<file path="src/design/ldk_pkg.sv">
package ldk_pkg;

  localparam int COUNT_BITS_DEF = 8;
  localparam int REG_W          = 8;
  localparam int CFG_IDX_W      = 3;
  localparam int CODE_W         = 3;

  typedef enum logic [CODE_W-1:0] {
    KEY_NONE   = 3'd0,
    KEY_TIMER  = 3'd1,
    KEY_MODE   = 3'd2,
    KEY_SWITCH = 3'd3,
    KEY_POWER  = 3'd4
  } key_t;

  typedef enum logic [CFG_IDX_W-1:0] {
    CFG_RELEASE_LEVEL = 3'd0,
    CFG_TIMER_LEVEL   = 3'd1,
    CFG_MODE_LEVEL    = 3'd2,
    CFG_SWITCH_LEVEL  = 3'd3,
    CFG_POWER_LEVEL   = 3'd4,
    CFG_DEBOUNCE      = 3'd5,
    CFG_TICKS_PER_SEC = 3'd6,
    CFG_LONG_SECONDS  = 3'd7
  } cfg_idx_t;

  typedef struct packed {
    logic [REG_W-1:0] release_level;
    logic [REG_W-1:0] timer_key_level;
    logic [REG_W-1:0] mode_key_level;
    logic [REG_W-1:0] switch_key_level;
    logic [REG_W-1:0] power_key_level;
    logic [REG_W-1:0] debounce_ticks;
    logic [REG_W-1:0] ticks_per_second;
    logic [REG_W-1:0] long_press_seconds;
  } cfg_t;

  localparam cfg_t CFG_RESET = '{
    release_level:      8'd200,
    timer_key_level:    8'd185,
    mode_key_level:     8'd160,
    switch_key_level:   8'd120,
    power_key_level:    8'd10,
    debounce_ticks:     8'd5,
    ticks_per_second:   8'd100,
    long_press_seconds: 8'd3
  };

  typedef struct packed {
    logic             func;
    logic             sample_ready;
    logic [REG_W-1:0] ladder_sample;
    logic             pin_a;
    logic             pin_b;
  } in_word_t;

  typedef struct packed {
    logic [CODE_W-1:0] short_code;
    logic [CODE_W-1:0] long_code;
    logic              step_cw;
    logic              step_ccw;
  } out_word_t;

endpackage

</file>
<file path="src/design/ldk_if.sv">
interface ldk_in_if;
  logic       valid;
  logic       ready;
  logic       func;
  logic       sample_ready;
  logic [7:0] ladder_sample;
  logic       pin_a;
  logic       pin_b;

  modport source (output valid, func, sample_ready, ladder_sample, pin_a, pin_b,
                  input ready);
  modport sink   (input valid, func, sample_ready, ladder_sample, pin_a, pin_b,
                  output ready);
endinterface

interface ldk_out_if;
  logic       valid;
  logic       ready;
  logic [2:0] short_code;
  logic [2:0] long_code;
  logic       step_cw;
  logic       step_ccw;

  modport source (output valid, short_code, long_code, step_cw, step_ccw,
                  input ready);
  modport sink   (input valid, short_code, long_code, step_cw, step_ccw,
                  output ready);
endinterface

</file>
<file path="src/design/ladder_key_press_and_knob_decoder.sv">
// Path: an accepted input word goes into the input register, then through the
//   decode/count logic into the result register, which holds while stalled.
// Throughput: 1 word per cycle while the result register can advance.
// Reset: synchronous, active low; clears both pipeline valids, key and
//   encoder state, and loads the configuration registers with their defaults.
module ladder_key_press_and_knob_decoder #(
  parameter int COUNT_BITS = ldk_pkg::COUNT_BITS_DEF
) (
  input  logic                          clk,
  input  logic                          rst_n,
  ldk_in_if.sink                        in_ch,
  ldk_out_if.source                     out_ch,
  input  logic                          cfg_we,
  input  logic [ldk_pkg::CFG_IDX_W-1:0] cfg_index,
  input  logic [ldk_pkg::REG_W-1:0]     cfg_wdata
);
  import ldk_pkg::*;

  cfg_t      cfg;
  in_word_t  in_word_r;
  logic      in_v_r;
  out_word_t out_word_r, out_word_nxt;
  logic      out_v_r;

  logic      advance;   // result register free to load
  logic      fire;      // input word moves into the result stage
  logic      key_go;
  logic      enc_go;
  logic [CODE_W-1:0] key_short, key_long;
  logic      enc_cw, enc_ccw;

  ldk_cfg_regs u_cfg (
    .clk       (clk),
    .rst_n     (rst_n),
    .cfg_we    (cfg_we),
    .cfg_index (cfg_index),
    .cfg_wdata (cfg_wdata),
    .cfg       (cfg)
  );

  // Output register frees up when empty or taken this cycle.
  assign advance     = !out_v_r || out_ch.ready;
  assign fire        = in_v_r && advance;
  assign in_ch.ready = !in_v_r || advance;
  assign key_go      = fire && !in_word_r.func;
  assign enc_go      = fire && in_word_r.func;

  always_ff @(posedge clk) begin
    if (!rst_n) begin
      in_v_r <= 1'b0;
    end else if (in_ch.valid && in_ch.ready) begin
      in_v_r <= 1'b1;
    end else if (advance) begin
      in_v_r <= 1'b0;
    end
  end

  always_ff @(posedge clk) begin
    if (in_ch.valid && in_ch.ready) begin
      in_word_r.func          <= in_ch.func;
      in_word_r.sample_ready  <= in_ch.sample_ready;
      in_word_r.ladder_sample <= in_ch.ladder_sample;
      in_word_r.pin_a         <= in_ch.pin_a;
      in_word_r.pin_b         <= in_ch.pin_b;
    end
  end

  ldk_key_unit #(
    .COUNT_BITS (COUNT_BITS)
  ) u_key (
    .clk        (clk),
    .rst_n      (rst_n),
    .go         (key_go),
    .cfg        (cfg),
    .word       (in_word_r),
    .short_code (key_short),
    .long_code  (key_long)
  );

  ldk_enc_unit u_enc (
    .clk      (clk),
    .rst_n    (rst_n),
    .go       (enc_go),
    .pin_a    (in_word_r.pin_a),
    .pin_b    (in_word_r.pin_b),
    .step_cw  (enc_cw),
    .step_ccw (enc_ccw)
  );

  // Key word carries codes only, encoder word carries steps only.
  always_comb begin
    out_word_nxt            = '0;
    if (in_word_r.func) begin
      out_word_nxt.step_cw  = enc_cw;
      out_word_nxt.step_ccw = enc_ccw;
    end else begin
      out_word_nxt.short_code = key_short;
      out_word_nxt.long_code  = key_long;
    end
  end

  always_ff @(posedge clk) begin
    if (!rst_n) begin
      out_v_r <= 1'b0;
    end else if (advance) begin
      out_v_r <= in_v_r;
    end
  end

  always_ff @(posedge clk) begin
    if (fire) begin
      out_word_r <= out_word_nxt;
    end
  end

  assign out_ch.valid      = out_v_r;
  assign out_ch.short_code = out_word_r.short_code;
  assign out_ch.long_code  = out_word_r.long_code;
  assign out_ch.step_cw    = out_word_r.step_cw;
  assign out_ch.step_ccw   = out_word_r.step_ccw;
endmodule

</file>
<file path="src/design/ldk_cfg_regs.sv">
module ldk_cfg_regs (
  input  logic                          clk,
  input  logic                          rst_n,
  input  logic                          cfg_we,
  input  logic [ldk_pkg::CFG_IDX_W-1:0] cfg_index,
  input  logic [ldk_pkg::REG_W-1:0]     cfg_wdata,
  output ldk_pkg::cfg_t                 cfg
);
  import ldk_pkg::*;

  cfg_t cfg_r;

  always_ff @(posedge clk) begin
    if (!rst_n) begin
      cfg_r <= CFG_RESET;
    end else if (cfg_we) begin
      unique case (cfg_idx_t'(cfg_index))
        CFG_RELEASE_LEVEL: cfg_r.release_level      <= cfg_wdata;
        CFG_TIMER_LEVEL:   cfg_r.timer_key_level    <= cfg_wdata;
        CFG_MODE_LEVEL:    cfg_r.mode_key_level     <= cfg_wdata;
        CFG_SWITCH_LEVEL:  cfg_r.switch_key_level   <= cfg_wdata;
        CFG_POWER_LEVEL:   cfg_r.power_key_level    <= cfg_wdata;
        CFG_DEBOUNCE:      cfg_r.debounce_ticks     <= cfg_wdata;
        CFG_TICKS_PER_SEC: cfg_r.ticks_per_second   <= cfg_wdata;
        CFG_LONG_SECONDS:  cfg_r.long_press_seconds <= cfg_wdata;
        default:           cfg_r <= cfg_r;
      endcase
    end
  end

  assign cfg = cfg_r;
endmodule

</file>
<file path="src/design/ldk_key_unit.sv">
module ldk_key_unit #(
  parameter int COUNT_BITS = ldk_pkg::COUNT_BITS_DEF
) (
  input  logic                       clk,
  input  logic                       rst_n,
  input  logic                       go,
  input  ldk_pkg::cfg_t              cfg,
  input  ldk_pkg::in_word_t          word,
  output logic [ldk_pkg::CODE_W-1:0] short_code,
  output logic [ldk_pkg::CODE_W-1:0] long_code
);
  import ldk_pkg::*;

  // wide enough for debounce_ticks + 1 and for the counter itself
  localparam int WIDE = (COUNT_BITS > REG_W + 1) ? COUNT_BITS : REG_W + 1;

  key_t                  decoded_r, decoded_nxt;
  key_t                  held_r, held_nxt;
  logic                  active_r, active_nxt;
  logic                  long_r, long_nxt;
  logic [COUNT_BITS-1:0] tick_r, tick_nxt;
  logic [COUNT_BITS-1:0] sec_r, sec_nxt;

  logic [COUNT_BITS-1:0] db_m, tps_m, lps_m;
  logic                  past_debounce;

  assign db_m  = COUNT_BITS'(cfg.debounce_ticks);
  assign tps_m = COUNT_BITS'(cfg.ticks_per_second);
  assign lps_m = COUNT_BITS'(cfg.long_press_seconds);
  assign past_debounce = WIDE'(tick_r) >= (WIDE'(cfg.debounce_ticks) + WIDE'(1));

  always_comb begin
    decoded_nxt = decoded_r;
    held_nxt    = held_r;
    active_nxt  = active_r;
    long_nxt    = long_r;
    tick_nxt    = tick_r;
    sec_nxt     = sec_r;
    short_code  = KEY_NONE;
    long_code   = KEY_NONE;

    // threshold decode, dead band keeps the last key
    priority if (!word.sample_ready || word.ladder_sample >= cfg.release_level) begin
      decoded_nxt = KEY_NONE;
    end else if (word.ladder_sample > cfg.timer_key_level) begin
      decoded_nxt = KEY_TIMER;
    end else if (word.ladder_sample > cfg.mode_key_level) begin
      decoded_nxt = KEY_MODE;
    end else if (word.ladder_sample > cfg.switch_key_level) begin
      decoded_nxt = KEY_SWITCH;
    end else if (word.ladder_sample < cfg.power_key_level) begin
      decoded_nxt = KEY_POWER;
    end else begin
      decoded_nxt = decoded_r;
    end

    if (held_r != decoded_nxt) begin
      if (decoded_nxt == KEY_NONE) begin
        active_nxt = 1'b0;
        if (held_r == KEY_POWER) begin
          if (!long_r && (sec_r != '0 || past_debounce)) begin
            short_code = KEY_POWER;
          end else if (long_r) begin
            long_nxt = 1'b0;
          end
        end
      end else begin
        active_nxt = 1'b1;
        tick_nxt   = '0;
        sec_nxt    = '0;
      end
      held_nxt = decoded_nxt;
    end

    if (active_nxt) begin
      if (tick_nxt == db_m) begin
        if (held_nxt != KEY_POWER) begin
          active_nxt = 1'b0;
          short_code = held_nxt;
        end
      end else if (tick_nxt == tps_m) begin
        sec_nxt = sec_nxt + COUNT_BITS'(1);
        if (sec_nxt == lps_m) begin
          long_nxt   = 1'b1;
          sec_nxt    = '0;
          active_nxt = 1'b0;
          long_code  = held_nxt;
        end else begin
          tick_nxt = '0;
        end
      end
      tick_nxt = tick_nxt + COUNT_BITS'(1);
    end
  end

  always_ff @(posedge clk) begin
    if (!rst_n) begin
      decoded_r <= KEY_NONE;
      held_r    <= KEY_NONE;
      active_r  <= 1'b0;
      long_r    <= 1'b0;
      tick_r    <= '0;
      sec_r     <= '0;
    end else if (go) begin
      decoded_r <= decoded_nxt;
      held_r    <= held_nxt;
      active_r  <= active_nxt;
      long_r    <= long_nxt;
      tick_r    <= tick_nxt;
      sec_r     <= sec_nxt;
    end
  end
endmodule

</file>
<file path="src/design/ldk_enc_unit.sv">
module ldk_enc_unit (
  input  logic clk,
  input  logic rst_n,
  input  logic go,
  input  logic pin_a,
  input  logic pin_b,
  output logic step_cw,
  output logic step_ccw
);
  logic last_a_r, last_a_nxt;
  logic last_b_r, last_b_nxt;

  // B edge is checked first, then A against the updated B
  always_comb begin
    last_a_nxt = last_a_r;
    last_b_nxt = last_b_r;
    step_cw    = 1'b0;
    step_ccw   = 1'b0;
    if (last_b_r != pin_b) begin
      last_b_nxt = pin_b;
      step_cw    = (pin_b == last_a_r);
    end
    if (last_a_r != pin_a) begin
      last_a_nxt = pin_a;
      step_ccw   = (pin_a == last_b_nxt);
    end
  end

  always_ff @(posedge clk) begin
    if (!rst_n) begin
      last_a_r <= 1'b0;
      last_b_r <= 1'b0;
    end else if (go) begin
      last_a_r <= last_a_nxt;
      last_b_r <= last_b_nxt;
    end
  end
endmodule

</file>
<file path="src/flat_wrapper.sv">
// flat-port wrapper written by rule: the top's interface ports become plain ports
module ladder_key_press_and_knob_decoder_flat import ldk_pkg::*;
#(
  parameter int COUNT_BITS = ldk_pkg::COUNT_BITS_DEF
)
  (clk, rst_n, cfg_we, cfg_index, cfg_wdata, in_ch_valid, in_ch_func, in_ch_sample_ready, in_ch_ladder_sample, in_ch_pin_a, in_ch_pin_b, in_ch_ready, out_ch_valid, out_ch_short_code, out_ch_long_code, out_ch_step_cw, out_ch_step_ccw, out_ch_ready);
  ldk_in_if in_ch_i ();
  ldk_out_if out_ch_i ();
  input  logic clk;
  input  logic rst_n;
  input  logic cfg_we;
  input  logic [ldk_pkg::CFG_IDX_W-1:0] cfg_index;
  input  logic [ldk_pkg::REG_W-1:0] cfg_wdata;
  input wire logic [$bits(in_ch_i.valid)-1:0] in_ch_valid;
  input wire logic [$bits(in_ch_i.func)-1:0] in_ch_func;
  input wire logic [$bits(in_ch_i.sample_ready)-1:0] in_ch_sample_ready;
  input wire logic [$bits(in_ch_i.ladder_sample)-1:0] in_ch_ladder_sample;
  input wire logic [$bits(in_ch_i.pin_a)-1:0] in_ch_pin_a;
  input wire logic [$bits(in_ch_i.pin_b)-1:0] in_ch_pin_b;
  output wire logic [$bits(in_ch_i.ready)-1:0] in_ch_ready;
  output wire logic [$bits(out_ch_i.valid)-1:0] out_ch_valid;
  output wire logic [$bits(out_ch_i.short_code)-1:0] out_ch_short_code;
  output wire logic [$bits(out_ch_i.long_code)-1:0] out_ch_long_code;
  output wire logic [$bits(out_ch_i.step_cw)-1:0] out_ch_step_cw;
  output wire logic [$bits(out_ch_i.step_ccw)-1:0] out_ch_step_ccw;
  input wire logic [$bits(out_ch_i.ready)-1:0] out_ch_ready;
  assign in_ch_i.valid = in_ch_valid;
  assign in_ch_i.func = in_ch_func;
  assign in_ch_i.sample_ready = in_ch_sample_ready;
  assign in_ch_i.ladder_sample = in_ch_ladder_sample;
  assign in_ch_i.pin_a = in_ch_pin_a;
  assign in_ch_i.pin_b = in_ch_pin_b;
  assign in_ch_ready = in_ch_i.ready;
  assign out_ch_valid = out_ch_i.valid;
  assign out_ch_short_code = out_ch_i.short_code;
  assign out_ch_long_code = out_ch_i.long_code;
  assign out_ch_step_cw = out_ch_i.step_cw;
  assign out_ch_step_ccw = out_ch_i.step_ccw;
  assign out_ch_i.ready = out_ch_ready;
  ladder_key_press_and_knob_decoder #(.COUNT_BITS(COUNT_BITS)) u_core (.clk(clk), .rst_n(rst_n), .in_ch(in_ch_i), .out_ch(out_ch_i), .cfg_we(cfg_we), .cfg_index(cfg_index), .cfg_wdata(cfg_wdata));
endmodule
</file>
<file path="config.mk">
export PLATFORM = sky130hd
export DESIGN_NAME = ladder_key_press_and_knob_decoder_flat
export DESIGN_NICKNAME = d
export VERILOG_FILES = /design/src/design/ldk_pkg.sv /design/src/design/ldk_if.sv /design/src/design/ladder_key_press_and_knob_decoder.sv /design/src/design/ldk_cfg_regs.sv /design/src/design/ldk_key_unit.sv /design/src/design/ldk_enc_unit.sv /design/src/flat_wrapper.sv
export SDC_FILE = /design/constraint.sdc
export NUM_CORES = 1
export LEC_CHECK = 0
export BUFFER_PORTS_ARGS = -buffer_cell sky130_fd_sc_hd__buf_2
export CORE_ASPECT_RATIO = 2
export CORE_MARGIN = 1.5
export CORE_UTILIZATION = 56
export DETAILED_ROUTE_END_ITERATION = 10
export GPL_TIMING_DRIVEN = 1
export PLACE_DENSITY = 0.77
export SYNTH_ARGS = -nofsm -noshare
export SYNTH_HDL_FRONTEND = slang
export SYNTH_SLANG_ARGS = --single-unit
</file>
<file path="constraint.sdc">
create_clock -name clk -period 5.55 [get_ports clk]
set_clock_uncertainty 0.05 [all_clocks]
set_input_delay 1.11 -clock clk [delete_from_list [all_inputs] [get_ports clk]]
set_output_delay 1.11 -clock clk [all_outputs]
set_load 0.02 [all_outputs]
</file>
---- Yosys cells after proc, flatten, opt, wreduce, memory -nomap -nowiden ----
Index checks and enable logic that the tools add are counted.
operators by class
  add/sub/neg operators ................... 3
  multipliers ............................. 0
  divide/modulo/power cells ............... 0
  magnitude comparators ................... 6
  eq/ne operators ......................... 17
  shift-type cells ........................ 0
  mux-type cells .......................... 44
  bitwise gates (word level) .............. 3
  reductions and logical operators ........ 30
operators by type and width
  kind                                                                   number
  8-bit 2-to-1 mux                                                       13
  3-bit 2-to-1 mux                                                       13
  8-bit equality test                                                    3
  8-bit > comparator                                                     3
  2-bit AND reduction                                                    11
  1-bit 2-to-1 mux                                                       18
  8-bit by 1-bit adder with 8-bit output, second input constant          2
  3-bit equality test, second input constant                             5
  8-bit by 1-bit adder with 9-bit output, second input constant          1
  8-bit by 9-bit greater-or-equal comparator with 1-bit output           1
  8-bit greater-or-equal comparator                                      1
  8-bit less-than comparator                                             1
  8-bit nonzero test                                                     1
  3-bit by 2-bit equality test with 1-bit output, second input constant  2
  3-bit zero test                                                        2
  1-bit logical AND                                                      5
  1-bit zero test                                                        5
  5-bit OR reduction                                                     1
  1-bit logical OR                                                       4
  3-bit by 1-bit equality test with 1-bit output, second input constant  1
  3-bit inequality test                                                  1
  3-bit inequality test, second input constant                           1
  1-bit NOT                                                              3
  1-bit equality test                                                    2
  other kinds (2)                                                        3
storage, ports and cells
  bits in registers ....................... 112
  latch bits .............................. 0
  memory bits (writable) .................. 0
  memory bits (read-only) ................. 0
  input port bits ......................... 28
  memories kept ........................... 0

---- Longest topological paths before layout ----
  depth after elaboration ................. 17
  gate-level depth with buffers ........... 29
  mapped depth without buffers ............ 28

---- Modules after synthesis ----
Synthesis repeated with hierarchy kept, for this count alone.
unflattened totals
  cell total of the unflattened synthesis .. 798
  area total of the unflattened synthesis .. 7190.6 um^2
by module, submodules not included
  module                             times used  cells each  area an instance (um^2)
  ldk_key_unit                       1           505         3781.1
  ldk_cfg_regs                       1           238         2503.7
  ladder_key_press_and_knob_decoder  1           40          778.2
  ldk_enc_unit                       1           15          127.6

---- Worst setup path before layout ----
OpenSTA, ideal clock, no wires.
  path kind ............................... register to register
  from .................................... register u_core.in_word_r[5] (netlist bit)
  to ...................................... register u_core.u_key.tick_r[4]
  arrival time ............................ 5.787 ns
  slack ................................... -0.427 ns
  cell stages (with the launch flop) ...... 27
  clock period less this slack ............ 5.977 ns
  path through ............................ edfxtp_1 > ha_1 > and3_4 > a221o_1 > a22oi_2 > o21ai_2 > nor4_4 > mux2i_1 > a211o_4 > nand2_2 > clkbuf_1 > and2_1 > ha_1 > and3_1 > nand3_1 > xor2_1 > a31oi_1 > nor3_1 > o211ai_1 > mux2i_1 > o41a_4 > and2_2 > ha_1 > and3_1 > and4_1 > o21ai_0 > o21ai_0
on the way
  cells in the longest elaborated chain, start to end .. 17
RTL lines
  what                                    RTL line                                 RTL
  from (decl)                             ladder_key_press_and_knob_decoder.sv:20  in_word_t in_word_r;
  8-bit less-than comparator              ldk_key_unit.sv:51                       end else if (word.ladder_sample < cfg.power_key_level) begin
  3-bit 2-to-1 mux                        ldk_key_unit.sv:51
  3-bit 2-to-1 mux                        ldk_key_unit.sv:49                       end else if (word.ladder_sample > cfg.switch_key_level) begin
  3-bit 2-to-1 mux                        ldk_key_unit.sv:47                       end else if (word.ladder_sample > cfg.mode_key_level) begin
  3-bit 2-to-1 mux                        ldk_key_unit.sv:45                       end else if (word.ladder_sample > cfg.timer_key_level) begin
  3-bit 2-to-1 mux *                      ldk_key_unit.sv:43                       priority if (!word.sample_ready || word.ladder_sample >= cfg.release_level) begin
  3-bit zero test                         ldk_key_unit.sv:58                       if (decoded_nxt == KEY_NONE) begin
  8-bit 2-to-1 mux                        ldk_key_unit.sv:58
  8-bit 2-to-1 mux                        ldk_key_unit.sv:57                       if (held_r != decoded_nxt) begin
  8-bit by 1-bit adder with 8-bit output  ldk_key_unit.sv:82                       sec_nxt = sec_nxt + COUNT_BITS'(1);
  8-bit equality test                     ldk_key_unit.sv:83                       if (sec_nxt == lps_m) begin
  8-bit 2-to-1 mux                        ldk_key_unit.sv:83
  8-bit 2-to-1 mux                        ldk_key_unit.sv:81                       end else if (tick_nxt == tps_m) begin
  8-bit 2-to-1 mux                        ldk_key_unit.sv:76                       if (tick_nxt == db_m) begin
  8-bit 2-to-1 mux                        ldk_key_unit.sv:75                       if (active_nxt) begin
  8-bit by 1-bit adder with 8-bit output  ldk_key_unit.sv:92                       tick_nxt = tick_nxt + COUNT_BITS'(1);
  8-bit 2-to-1 mux *                      ldk_key_unit.sv:75
  to (signal assigned)                    ldk_key_unit.sv:109                      tick_r <= tick_nxt;
  to (decl)                               ldk_key_unit.sv:21                       logic [COUNT_BITS-1:0] tick_r, tick_nxt;
Mark *: on every way between the ends. The rest lies on a longest branch, timed or not. The select of a mux whose other input is x is not followed.
A chain may end at the register's enable or synchronous reset.

---- Worst setup path after layout ----
  from .................................... register u_core.in_word_r[3] (netlist bit)
  to ...................................... register u_core.u_key.tick_r[6]
Same word-level chain as after synthesis.

==> run_results.csv <==
group,metric,value,unit
global_routing,grt_max_degree,98,
timing,hold_viol,0,
timing,finalCritPeriodShare,99.3,%
timing,whs,0.417,ns
place,pre_cts_slack,-0.114,ns
routing,wirelength,19500,um
clock_tree,cts-root-buf,"clkbuf_16",
yosys,synth.distinct_cells,81,
global_routing,track_usage,30.7,%
flow_run,drv_cap,0,
clock_tree,clk_pin_slew,0.07,ns
global_routing,first_global_vias,5744,
timing,fin_crit,5.51,ns
clock_tree,cts_sinks,112,
worst_setup_path,slowest_stage,"edfxtp_1",
layout,drive_above_1_share,17.8,%
die,die_x,80.1,um
clock_tree,numCtsBuffers,9,
layout,antenna_cells,0,
layout,final_util,66.0,%
clock_tree,ctsHtreeMaxLevel,3,
worst_hold_path,min_path_cells,2,
clock_tree,cts_tree,"built",
worst_hold_path,min_path_type,"register to register",
power,vdd_ir_drop_max,0.191,mV
timing,rsz0062_at_grt,"yes",
global_routing,antenna_found_initial,0,
yosys,synth_top_area_share,27.6,%
yosys,synth-seq-cells,112,
place,dpl.cell_count,938,
worst_setup_path,r2r_cells,28,
routing,first_pass_iters,5,
die,fp.coreArea,0.0116,sq mm
worst_setup_path,crit_arrival,5.74,ns
routing,viasPerCell,6.15,
worst_setup_path,required,5.77,ns
yosys,synth-main-ff-cell,"dfxtp_1",
yosys,synth_top_cell_by_area,"dfxtp_1",
layout,fin_area,0.00768,sq mm
routing,vias,6027,
routing,remaining_drc_errors,0,
timing,tightest_slew,1.05,ns
yosys,synth_edf_count,20,
die,dieArea,0.0126,sq mm
die,fp.dieH,157,um
place,portBuffers,37,
layout,final_cells,980,
timing,layout_setup_ws,0.0395,ns
worst_setup_path,worstSetupStartpointType,"register",
layout,syn2layout_area_growth,15.2,%
die,rows,56,
worst_setup_path,worst-path-stages,28,
yosys,seq_area_frac_synth,36.7,%
yosys,synth_fp_nets,866,
layout,finalNetCount,911,
worst_setup_path,max_stage_delay,0.46,ns
routing,postRouteAntennaNets,0,
status,status,"finished, final reports clean",
place,place_area,0.00693,sq mm
power,p_leak,0.00292,uW
worst_setup_path,critPathTopFamily,"simple AND/OR/NAND/NOR gates",
power,power_density,233,mW/mm^2
clock_tree,clockBufferDepth,2,
routing,first_iter_violations,352,
die,initial_core_util,57.3,%
timing,max_freq,0.181,GHz
timing,finalMaxSlewViolations,0,
timing,setup_violations,0,
worst_setup_path,crit_buf_inv,1,
worst_setup_path,crit_type,"register to register",
die,ios,38,
clock_tree,clock_latency,0.35,ns
yosys,syn_area,0.00666,sq mm
global_routing,grt_first_pass_wirelength,28800,um
yosys,yosys_warnings,0,
yosys,synth_area_per_cell,8.48,sq um
layout,fillers,1022,
timing,maxSlewHeadroom,29.3,%
routing,drt-wirelength-per-cell,19.9,um
global_routing,overflow,0,
place,place_hpwl,14400,um
yosys,async_flop_share,0,%
yosys,synthCells,786,
worst_setup_path,crit_fanout,5,
place,gp_congestion,0.971,
worst_setup_path,worstSetupEndpointType,"register",
yosys,synthTopCellsByArea,"dfxtp_1, ha_1, edfxtp_1, nand2_1, a21boi_0",
## synth_stat cells (6+ instances only)
master	instances
nor3_1	12
nor2_1	31
a21oi_1	26
o21ai_0	24
xor2_1	13
nor2b_1	11
o211ai_1	21
o21a_1	7
and3_1	7
nand2b_1	10
xnor2_1	23
nand4_1	13
clkbuf_1	25
ha_1	52
nand2_1	156
a21o_1	6
inv_1	49
nand3_1	33
a21boi_0	53
dfxtp_1	92
edfxtp_1	20
clkbuf_2	6
and2_1	8
## flip-flops by register name (all words and copies together), names as in the netlist
| signal | cells |
|---|---|
| u_core.in_v_r | 1 |
| u_core.in_word_r | 12 |
| u_core.out_ch.long_code | 3 |
| u_core.out_ch.short_code | 3 |
| u_core.out_ch.step_ccw | 1 |
| u_core.out_ch.step_cw | 1 |
| u_core.out_ch.valid | 1 |
| u_core.u_cfg.cfg | 64 |
| u_core.u_enc.last_a_r | 1 |
| u_core.u_enc.last_b_r | 1 |
| u_core.u_key.active_r | 1 |
| u_core.u_key.decoded_r | 3 |
| u_core.u_key.held_r | 3 |
| u_core.u_key.long_r | 1 |
| u_core.u_key.sec_r | 8 |
| u_core.u_key.tick_r | 8 |
## placed cells by master, fill, tap and decap left out, drive strengths merged, types with 11 or more instances in the layout
cell type	n
edfxtp	20
xor2	13
o21ai	25
nor3	12
nor2b	11
a21oi	26
o211ai	21
ha	52
buf	73
nand2	157
nand3	33
inv	51
xnor2	23
nor2	31
dfxtp	92
a21boi	54
clkbuf	11
nand4	13
## power by group
group	internal, uW	total [uW]	leakage, uW	switching (uW)
sequential	850	869	0.000940	19.5
clock	334	639	0.000144	306
combinational	120	281	0.00184	161
total	1300	1790	0.00292	486
## cell type report
cell class	count	area, sq um	area share (%)
Sequential cell	112	2440	31.8
Multi-Input combinational cell	586	4120	53.6
Clock buffer	11	253	3.29
Clock inverter	4	37.5	0.489
Tap cell	145	181	2.36
Timing Repair Buffer	73	463	6.03
Inverter	49	184	2.40
## stage by stage
stage               TNS (ns)  total power [uW]
floorplan                  0              1040
global placement           0              1100
detailed placement    -0.159              1110
CTS                        0              1750
global route          -0.263              1860
finish                     0              1790
## worst reg2reg max path, delay by kind of cell, from the launching register on
family                     cells  cell delay, ns
and+or+nand+nor               14            2.43
AOI/OAI and AO/OA              7            1.16
adders and majority gates      3            0.60
DFF                            1            0.46
muxes                          2            0.40
buffers and inverters          1            0.17
xor gates and xnor gates       1            0.17
## cell families (layout without fill, tap and decap cells)
kind of cell | after synthesis | in the layout | synth area share (%)
flip-flops | 112 | 112 | 36.7
AND/OR/NAND/NOR | 314 | 314 | 22.6
adder cells (fa/ha/maj) | 52 | 52 | 9.76
buffers and inverters | 88 | 137 | 5.65
multiplexers | 3 | 3 | 0.526
XOR/XNOR | 36 | 36 | 4.73
AO/OA/AOI/OAI | 181 | 181 | 20.0
## what timing repair did
action,CTS,global route
pin swaps,10,27
buffers inserted,5,22
resized for setup,7,38
endpoints found under the setup margin,2,4
hold buffers,0,0
## metal layers
metal / vias up / global-route usage (%) / share of wire (%)
met2: 219 / 56.7 / 54
li1: 2840 / - / -
met1: 2866 / 27.0 / 32
met4: 0 / 27.8 / 11
met5: - / 0 / 0
met3: 102 / 5.16 / 3.4
## final timing paths
path	startpoint	end	slack, ns
min	u_core.u_cfg.cfg[41]	u_core.u_cfg.cfg[41]	0.42
min reg2reg	u_core.u_cfg.cfg[41]	u_core.u_cfg.cfg[41]	0.42
max reg2reg	u_core.in_word_r[3]	u_core.u_key.tick_r[6]	0.04
max	u_core.in_word_r[3]	u_core.u_key.tick_r[6]	0.04
Power figures use the tool's default switching activity.
